===== config.mk =====
export PLATFORM = sky130hd
export DESIGN_NAME = scaffold_gap_segmenter_top
export DESIGN_NICKNAME = d
export VERILOG_FILES = /design/src/design/sgs_pkg.sv /design/src/design/sgs_core.sv /design/src/design/sgs_rec_fifo.sv /design/src/design/scaffold_gap_segmenter_top.sv
export SDC_FILE = /design/constraint.sdc
export NUM_CORES = 2
export LEC_CHECK = 0
export ABC_CLOCK_PERIOD_IN_PS = 11000
export BUFFER_PORTS_ARGS = -buffer_cell sky130_fd_sc_hd__buf_2
export CAP_MARGIN = 0
export CORE_AREA = 2 2 381 383
export CTS_CLUSTER_DIAMETER = 60
export DETAILED_ROUTE_END_ITERATION = 12
export DIE_AREA = 0 0 383 385
export PLACE_DENSITY_LB_ADDON = 0.25
export SETUP_SLACK_MARGIN = 0.4
export SLEW_MARGIN = 10
export SYNTH_ARGS = -nofsm -noshare
export SYNTH_HDL_FRONTEND = slang
export SYNTH_SLANG_ARGS = --single-unit

===== constraint.sdc =====
create_clock -name clk_i -period 11 [get_ports clk_i]
set_input_delay 2.2 -clock clk_i [delete_from_list [all_inputs] [get_ports clk_i]]
set_output_delay 2.2 -clock clk_i [all_outputs]
set_load 0.005 [all_outputs]

===== src/design/sgs_pkg.sv =====
// Shared types and constants for the scaffold gap segmenter.
`timescale 1ns / 1ps

package sgs_pkg;

  // Default width of the position and run counters
  localparam int unsigned POS_BITS_DEF = 32;

  // Unknown-base characters
  localparam logic [7:0] CHAR_N_UP = 8'h4E;
  localparam logic [7:0] CHAR_N_LO = 8'h6E;

  // Record queue: power of two, at least three (one beat can make three records)
  localparam int unsigned REC_DEPTH = 4;
  localparam int unsigned REC_PTR_W = $clog2(REC_DEPTH);
  localparam int unsigned REC_CNT_W = $clog2(REC_DEPTH + 1);
  localparam int unsigned REC_SLOTS = 3;

  typedef enum logic {
    KIND_CONTIG = 1'b0,
    KIND_GAP    = 1'b1
  } kind_e;

  typedef struct packed {
    kind_e       kind;
    logic [31:0] index;
    logic [31:0] start_pos;
    logic [31:0] end_pos;
    logic [31:0] gap_len;
    logic        last;
  } rec_t;

  // Records made by one base, in output order: closing contig, gap, final contig
  typedef struct packed {
    logic [REC_SLOTS-1:0] vld;
    rec_t [REC_SLOTS-1:0] rec;
  } push_t;

endpackage


===== src/design/sgs_core.sv =====
// Base input register, scaffold state and record generation.
`timescale 1ns / 1ps

module sgs_core import sgs_pkg::*; #(
  parameter int unsigned POS_BITS = POS_BITS_DEF
) (
  input  logic        clk_i,
  input  logic        rst_ni,
  input  logic        in_valid_i,
  output logic        in_ready_o,
  input  logic [7:0]  base_i,
  input  logic        last_base_i,
  input  logic [31:0] min_gap_i,
  input  logic        room_i,
  output push_t       push_o
);

  localparam int unsigned WIDE = POS_BITS + 32;
  localparam logic [POS_BITS-1:0] POS_MAX = '1;

  // Input register
  logic       item_vld_q;
  logic [7:0] base_q;
  logic       last_q;
  logic       advance;

  // Scaffold state
  logic [POS_BITS-1:0] pos_q, pos_d;
  logic [POS_BITS-1:0] run_len_q, run_len_d;
  logic [POS_BITS-1:0] run_start_q, run_start_d;
  logic [POS_BITS-1:0] cstart_q, cstart_d;
  logic                copen_q, copen_d;
  logic [31:0]         ccount_q, ccount_d;
  logic [31:0]         gcount_q, gcount_d;

  // Working values
  logic                is_n;
  logic [POS_BITS-1:0] rs, rl, cur_start, cur_len, new_cstart;
  logic                long_run, gap_v, close_v, final_v;
  logic [WIDE-1:0]     close_end_w, gap_end_w, cur_start_w, cur_len_w;
  logic [WIDE-1:0]     pos_w, new_cstart_w, cstart_w;

  assign advance    = item_vld_q && room_i;
  assign in_ready_o = !item_vld_q || advance;

  // Input beat register
  always_ff @(posedge clk_i or negedge rst_ni) begin
    if (!rst_ni) begin
      item_vld_q <= 1'b0;
    end else if (in_ready_o) begin
      item_vld_q <= in_valid_i;
    end
  end

  always_ff @(posedge clk_i) begin
    if (in_valid_i && in_ready_o) begin
      base_q <= base_i;
      last_q <= last_base_i;
    end
  end

  // Classify the base and the run it extends or ends
  always_comb begin
    is_n       = (base_q == CHAR_N_UP) || (base_q == CHAR_N_LO);
    rs         = (run_len_q == '0) ? pos_q : run_start_q;
    rl         = (run_len_q == POS_MAX) ? run_len_q : run_len_q + POS_BITS'(1);
    cur_start  = is_n ? rs : run_start_q;
    cur_len    = is_n ? rl : run_len_q;
    long_run   = WIDE'(cur_len) > WIDE'(min_gap_i);
    gap_v      = is_n ? (last_q && long_run) : long_run;
    close_v    = copen_q && (is_n ? last_q : long_run);
    final_v    = !is_n && last_q;
    new_cstart = (copen_q && !close_v) ? cstart_q : pos_q;

    cur_start_w  = WIDE'(cur_start);
    cur_len_w    = WIDE'(cur_len);
    pos_w        = WIDE'(pos_q);
    new_cstart_w = WIDE'(new_cstart);
    cstart_w     = WIDE'(cstart_q);
    close_end_w  = cur_start_w - WIDE'(1);
    gap_end_w    = cur_start_w + cur_len_w - WIDE'(1);
  end

  // Record slots
  always_comb begin
    push_o = '0;
    push_o.vld = advance ? {final_v, gap_v, close_v} : '0;

    push_o.rec[0].kind      = KIND_CONTIG;
    push_o.rec[0].index     = ccount_q;
    push_o.rec[0].start_pos = cstart_w[31:0];
    push_o.rec[0].end_pos   = close_end_w[31:0];
    push_o.rec[0].gap_len   = '0;
    push_o.rec[0].last      = last_q && !gap_v && !final_v;

    push_o.rec[1].kind      = KIND_GAP;
    push_o.rec[1].index     = gcount_q;
    push_o.rec[1].start_pos = cur_start_w[31:0];
    push_o.rec[1].end_pos   = gap_end_w[31:0];
    push_o.rec[1].gap_len   = cur_len_w[31:0];
    push_o.rec[1].last      = last_q && !final_v;

    push_o.rec[2].kind      = KIND_CONTIG;
    push_o.rec[2].index     = ccount_q + 32'(close_v);
    push_o.rec[2].start_pos = new_cstart_w[31:0];
    push_o.rec[2].end_pos   = pos_w[31:0];
    push_o.rec[2].gap_len   = '0;
    push_o.rec[2].last      = last_q;
  end

  // State update, cleared at the end of each scaffold
  always_comb begin
    pos_d       = pos_q;
    run_len_d   = run_len_q;
    run_start_d = run_start_q;
    cstart_d    = cstart_q;
    copen_d     = copen_q;
    ccount_d    = ccount_q;
    gcount_d    = gcount_q;
    if (advance) begin
      if (last_q) begin
        pos_d       = '0;
        run_len_d   = '0;
        run_start_d = '0;
        cstart_d    = '0;
        copen_d     = 1'b0;
        ccount_d    = '0;
        gcount_d    = '0;
      end else begin
        pos_d    = (pos_q == POS_MAX) ? pos_q : pos_q + POS_BITS'(1);
        ccount_d = ccount_q + 32'(close_v);
        gcount_d = gcount_q + 32'(gap_v);
        if (is_n) begin
          run_start_d = rs;
          run_len_d   = rl;
        end else begin
          run_len_d = '0;
          copen_d   = 1'b1;
          cstart_d  = new_cstart;
        end
      end
    end
  end

  always_ff @(posedge clk_i or negedge rst_ni) begin
    if (!rst_ni) begin
      pos_q       <= '0;
      run_len_q   <= '0;
      run_start_q <= '0;
      cstart_q    <= '0;
      copen_q     <= 1'b0;
      ccount_q    <= '0;
      gcount_q    <= '0;
    end else begin
      pos_q       <= pos_d;
      run_len_q   <= run_len_d;
      run_start_q <= run_start_d;
      cstart_q    <= cstart_d;
      copen_q     <= copen_d;
      ccount_q    <= ccount_d;
      gcount_q    <= gcount_d;
    end
  end

  // A processed last base leaves a fresh scaffold behind
  a_scaffold_clear: assert property (@(posedge clk_i) disable iff (!rst_ni)
    advance && last_q |=> pos_q == '0 && run_len_q == '0 && !copen_q)
    else $error("scaffold state not cleared after last base");

  // At most one record of a beat is flagged last
  a_one_last: assert property (@(posedge clk_i) disable iff (!rst_ni)
    $onehot0({push_o.vld[2] && push_o.rec[2].last,
              push_o.vld[1] && push_o.rec[1].last,
              push_o.vld[0] && push_o.rec[0].last}))
    else $error("more than one last record in a beat");

  // Records only come from a beat that was taken into the state
  a_push_adv: assert property (@(posedge clk_i) disable iff (!rst_ni)
    push_o.vld != '0 |-> advance)
    else $error("record pushed without a processed beat");

endmodule


===== src/design/sgs_rec_fifo.sv =====
// Record queue: takes up to three records a cycle, hands out one a cycle while the reader is ready.
`timescale 1ns / 1ps

module sgs_rec_fifo import sgs_pkg::*; (
  input  logic  clk_i,
  input  logic  rst_ni,
  input  push_t push_i,
  output logic  room_o,
  output logic  out_valid_o,
  input  logic  out_ready_i,
  output rec_t  rec_o
);

  rec_t                 mem_q [REC_DEPTH];
  logic [REC_PTR_W-1:0] wr_q, rd_q;
  logic [REC_CNT_W-1:0] cnt_q;
  logic [REC_CNT_W-1:0] n_push;
  logic [REC_PTR_W-1:0] off1, off2;
  logic                 pop;

  // Slot write addresses pack the valid records back to back
  assign off1   = wr_q + REC_PTR_W'(push_i.vld[0]);
  assign off2   = off1 + REC_PTR_W'(push_i.vld[1]);
  assign n_push = REC_CNT_W'(push_i.vld[0]) + REC_CNT_W'(push_i.vld[1])
                + REC_CNT_W'(push_i.vld[2]);

  assign out_valid_o = (cnt_q != '0);
  assign pop         = out_valid_o && out_ready_i;
  assign room_o      = cnt_q <= REC_CNT_W'(REC_DEPTH - REC_SLOTS);
  assign rec_o       = mem_q[rd_q];

  always_ff @(posedge clk_i) begin
    if (push_i.vld[0]) begin
      mem_q[wr_q] <= push_i.rec[0];
    end
    if (push_i.vld[1]) begin
      mem_q[off1] <= push_i.rec[1];
    end
    if (push_i.vld[2]) begin
      mem_q[off2] <= push_i.rec[2];
    end
  end

  // Pointers wrap naturally at the power-of-two depth
  always_ff @(posedge clk_i or negedge rst_ni) begin
    if (!rst_ni) begin
      wr_q  <= '0;
      rd_q  <= '0;
      cnt_q <= '0;
    end else begin
      wr_q  <= wr_q + REC_PTR_W'(n_push);
      rd_q  <= rd_q + REC_PTR_W'(pop);
      cnt_q <= cnt_q + n_push - REC_CNT_W'(pop);
    end
  end

  a_no_overflow: assert property (@(posedge clk_i) disable iff (!rst_ni)
    cnt_q <= REC_CNT_W'(REC_DEPTH))
    else $error("record queue overflow");

  a_push_room: assert property (@(posedge clk_i) disable iff (!rst_ni)
    push_i.vld != '0 |-> cnt_q <= REC_CNT_W'(REC_DEPTH - REC_SLOTS))
    else $error("records pushed without room");

endmodule


===== src/design/scaffold_gap_segmenter_top.sv =====
// Scaffold gap segmenter: min_gap register, base stage and record queue.
// Path: an accepted base waits in the base register until the record queue has room,
//   then its records are written into the record queue and handed out from there.
// Throughput: one base per cycle while bases make at most one record each and the reader
//   takes records; a base that makes two or three records drains them one per beat from the 4-entry queue.
// Reset: clears position, runs, contig state, counters and min_gap (to 0).
`timescale 1ns / 1ps

module scaffold_gap_segmenter_top import sgs_pkg::*; #(
  parameter int unsigned POS_BITS = POS_BITS_DEF
) (
  input  logic        clk_i,
  input  logic        rst_ni,
  input  logic        cfg_we_i,
  input  logic [31:0] cfg_wdata_i,
  input  logic        in_valid_i,
  output logic        in_ready_o,
  input  logic [7:0]  base_i,
  input  logic        last_base_i,
  output logic        out_valid_o,
  input  logic        out_ready_i,
  output logic        record_kind_o,
  output logic [31:0] record_index_o,
  output logic [31:0] start_pos_o,
  output logic [31:0] end_pos_o,
  output logic [31:0] gap_length_o,
  output logic        last_record_o
);

  logic [31:0] min_gap_q;
  logic        room;
  push_t       push;
  rec_t        rec;

  // min_gap register
  always_ff @(posedge clk_i or negedge rst_ni) begin
    if (!rst_ni) begin
      min_gap_q <= '0;
    end else if (cfg_we_i) begin
      min_gap_q <= cfg_wdata_i;
    end
  end

  sgs_core #(
    .POS_BITS (POS_BITS)
  ) u_core (
    .clk_i       (clk_i),
    .rst_ni      (rst_ni),
    .in_valid_i  (in_valid_i),
    .in_ready_o  (in_ready_o),
    .base_i      (base_i),
    .last_base_i (last_base_i),
    .min_gap_i   (min_gap_q),
    .room_i      (room),
    .push_o      (push)
  );

  sgs_rec_fifo u_fifo (
    .clk_i       (clk_i),
    .rst_ni      (rst_ni),
    .push_i      (push),
    .room_o      (room),
    .out_valid_o (out_valid_o),
    .out_ready_i (out_ready_i),
    .rec_o       (rec)
  );

  assign record_kind_o  = rec.kind;
  assign record_index_o = rec.index;
  assign start_pos_o    = rec.start_pos;
  assign end_pos_o      = rec.end_pos;
  assign gap_length_o   = rec.gap_len;
  assign last_record_o  = rec.last;

endmodule

==> out/metrics.cfg <==
[detailed_routing]
route.detailed.drc = 0
wire_per_inst_um = 23.4
vias = 33300
drtIter0Drc = 2860
firstDrtPassIters = 8
drt-vias-per-instance = 5.35
ant_nets = 0
wl_um = 146000

[layout]
diodes = 0
final_layout_size_suffix_gt1_share_pct = 14.2
fillers = 14400
multi_input_area_um2 = 20500
area_delta_synth_final_pct = 13.8
seqCellArea_um2 = 20400
nNetsFinal = 4394

[logic_synthesis]
async_flop_share_pct = 30.6
yosys.area.top_type = edfxtp_1
synth_cell_types = 80
synth_cells = 4228
seq_area_frac_synth_pct = 47.5
netlist_area_um2 = 42800
ys_ff_latch = 761
ys_warn_count = 0
ys.flop_type = edfxtp_1
syn_avg_cell_area_um2 = 10.1
synth_edf_count = 396
synth_area_leaders = edfxtp_1, dfrtp_1, mux4_2
synth_fp_nets = 4388
synth_top_area_share_pct = 27.8

[place]
port_buffers = 176
dp_hpwl_um = 92800
gp_congestion = 0.837

[worst_setup_path]
critical-path-top-cell-by-count = buf_4
cp_top_family = simple AND/OR/NAND/NOR gates
cp_data_arrival_time_ns = 9.80
endpoint_kind = flop
r2r_start = u_core.run_len_q[4]
crit_buf_inv = 8
crit_required_ns = 11.35
cp_max_fo = 33
cp_slowest_cell = xor2_1
r2r_setup_slack_ns = 1.55
worstRegToRegCells = 29
critPathMaxStageDelay_ns = 0.66
path_class = reg2reg
r2r-end = u_fifo.mem_q[0][77]
crit_path_start_kind = flop

[timing]
fin_setup_tns_ns = 0
fin_crit_ns = 9.45
tightest_slew_ns = 1.15
setup_violations = 0
slew-limit-headroom_pct = 21.4
clock.fmax_ghz = 0.106
fin_crit_sh_pct = 85.9
hold_viol_final = 0
skew_ns = 0.0427
hold-worst-slack_ns = 0.457
rsz0062_at_grt = false
drv_slew = 0

[clock_network]
cts.clk_slew.worst_paths_ns = 0.06
cts_setup_buffers = 0
clock_latency_ns = 0.71
cts.path.max_buffers = 3
cts_resized = 0
cts-root-buf = clkbuf_16
cts_hold_buf = 0
cts_sinks = 761
cts_tree = yes
cts_buffers = 98
cts.htree.levels = 3

[floorplanning]
rows = 139
die_h_um = 385
initial_core_util_pct = 29.9
fp.dieW_um = 383
die_area_um2 = 147000
coreArea_um2 = 143000
pin_count = 178

[hold_path]
hp-class = reg2reg
hold_end = u_fifo.mem_q[2][9]
hold_path_depth = 1
min-delay-start = u_fifo.mem_q[2][9]

[power]
power_mw = 8.73
powerDensity_nw_per_um2 = 179
ir_drop_v = 0.000176
p_sw_mw = 2.88
pwr-share-clk_pct = 36.7
power_frac_comb_pct = 25.4
p_seq_share_pct = 37.9
power.share.switching_pct = 32.9
p_leak_nw = 17.8
p_int_mw = 5.85

[run_status]
status = complete, no violations

[global_routing]
grt_pass1_wl_um = 217000
grt_pass1_vias = 32300
track_usage_pct = 19.5
antenna_found_initial = 7
grt_overflow_total = 0
grt_max_degree = 132

[run]
maxCapViolations = 0

## placed cells by master, fill, tap and decap left out, types with 24 or more instances in the layout
master and instances:
o211ai_1 131, dfrtp_1 231, nor2_1 270, nand3_1 68
a22o_1 101, buf_2 175, mux4_2 130, o22ai_1 45
inv_1 167, edfxtp_1 396, ha_1 111, xnor2_1 75
clkbuf_16 102, buf_4 80, xor2_1 88, a21oi_1 169
dfxtp_1 132, nand4_1 37, nor3_1 53, clkbuf_1 24
nand2_1 596, mux2i_1 225, o21ai_0 479, o2bb2ai_1 44
## sequential cells by signal (all words and copies together), names as in the netlist
signal / count
u_core.run_start_q: 32
u_core.pos_q: 32
u_fifo.rd_q: 2
min_gap_q: 32
u_core.gcount_q: 32
u_core.item_vld_q: 1
u_core.ccount_q: 32
u_fifo.wr_q: 2
u_core.run_len_q: 32
u_core.cstart_q: 32
u_fifo.cnt_q: 3
u_core.last_q: 1
u_fifo.mem_q: 520
u_core.copen_q: 1
u_core.base_q: 7
## final cells by class
class / instances / area share (%)
clock buffer: 132 / 5.59
sequential: 761 / 41.8
clock inverter: 50 / 0.952
timing repair buffer: 265 / 3.43
multi-input combinational: 2937 / 42.0
tap: 1903 / 4.89
inverter: 171 / 1.34
## cell families after synthesis
kind of cell	share of synthesized area (%)
compound gates	16.2
fa+ha+maj	3.38
simple gates	12.2
buf+inv	5.01
flops	47.5
mux	12.4
xor+xnor	3.33
## routing by layer
metal,up-vias,part of all wire (%),track usage (%)
met5,-,0.0069,0
met4,2,2.6,5.97
met3,198,5.0,2.34
met2,1057,47,32.0
met1,16500,45,26.9
li1,15500,-,-
## cells in the mapped netlist (all sizes together) (8+ instances only)
library cell / instances
mux4: 130
clkbuf: 253
and2: 10
a21oi: 171
dfrtp: 233
a22oi: 14
and4: 19
ha: 111
xnor2: 75
o2bb2ai: 44
nand4: 37
a22o: 101
nand2b: 15
o22ai: 45
o211ai: 131
mux2i: 225
nand3: 71
or3: 25
xor2: 88
nor4: 22
and3: 16
nor2: 273
o31ai: 19
mux2: 10
buf: 106
inv: 171
nand2: 599
a21o: 23
dfxtp: 132
a31oi: 22
or2: 8
o21a: 8
nor3: 59
o21ai: 485
edfxtp: 396
## power by group through the flow
stage          combinational, mW  clock [mW]  sequential [mW]
2_1_floorplan               1.32           0             3.30
3_3_place_gp                2.26           0             3.36
3_5_place_dp                2.27           0             3.36
4_1_cts                     2.27        3.27             3.31
5_1_grt                     2.39        3.39             3.32
6_report                    2.22        3.21             3.30
## stage by stage
step | util [%] | setup slack [ns] | instances | instance area, um^2
after CTS | 34.1 | 1.52 | 6219 | 48700
final | 34.1 | 1.55 | 6219 | 48700
after global placement | 31.8 | 1.76 | 6037 | 45500
after detailed placement | 31.8 | 1.61 | 6037 | 45500
after floorplan | - | 2.67 | 4228 | 42800
after global routing | 34.1 | 0.925 | 6219 | 48700
## worst max-delay path by stage
stage | startpoint | end | slack (ns) | cells after the start
after floorplan | u_core.run_len_q[11] | u_fifo.mem_q[0][0] | 2.67 | 28
after global placement | u_core.run_len_q[4] | u_fifo.mem_q[0][72] | 1.76 | 29
after detailed placement | u_core.run_len_q[4] | u_fifo.mem_q[0][68] | 1.61 | 29
after CTS | u_core.run_len_q[4] | u_fifo.mem_q[0][81] | 1.52 | 29
after global routing | u_core.run_len_q[1] | u_fifo.mem_q[0][81] | 0.92 | 29
final | u_core.run_len_q[4] | u_fifo.mem_q[0][77] | 1.55 | 29
Power figures use the tool's default switching activity.
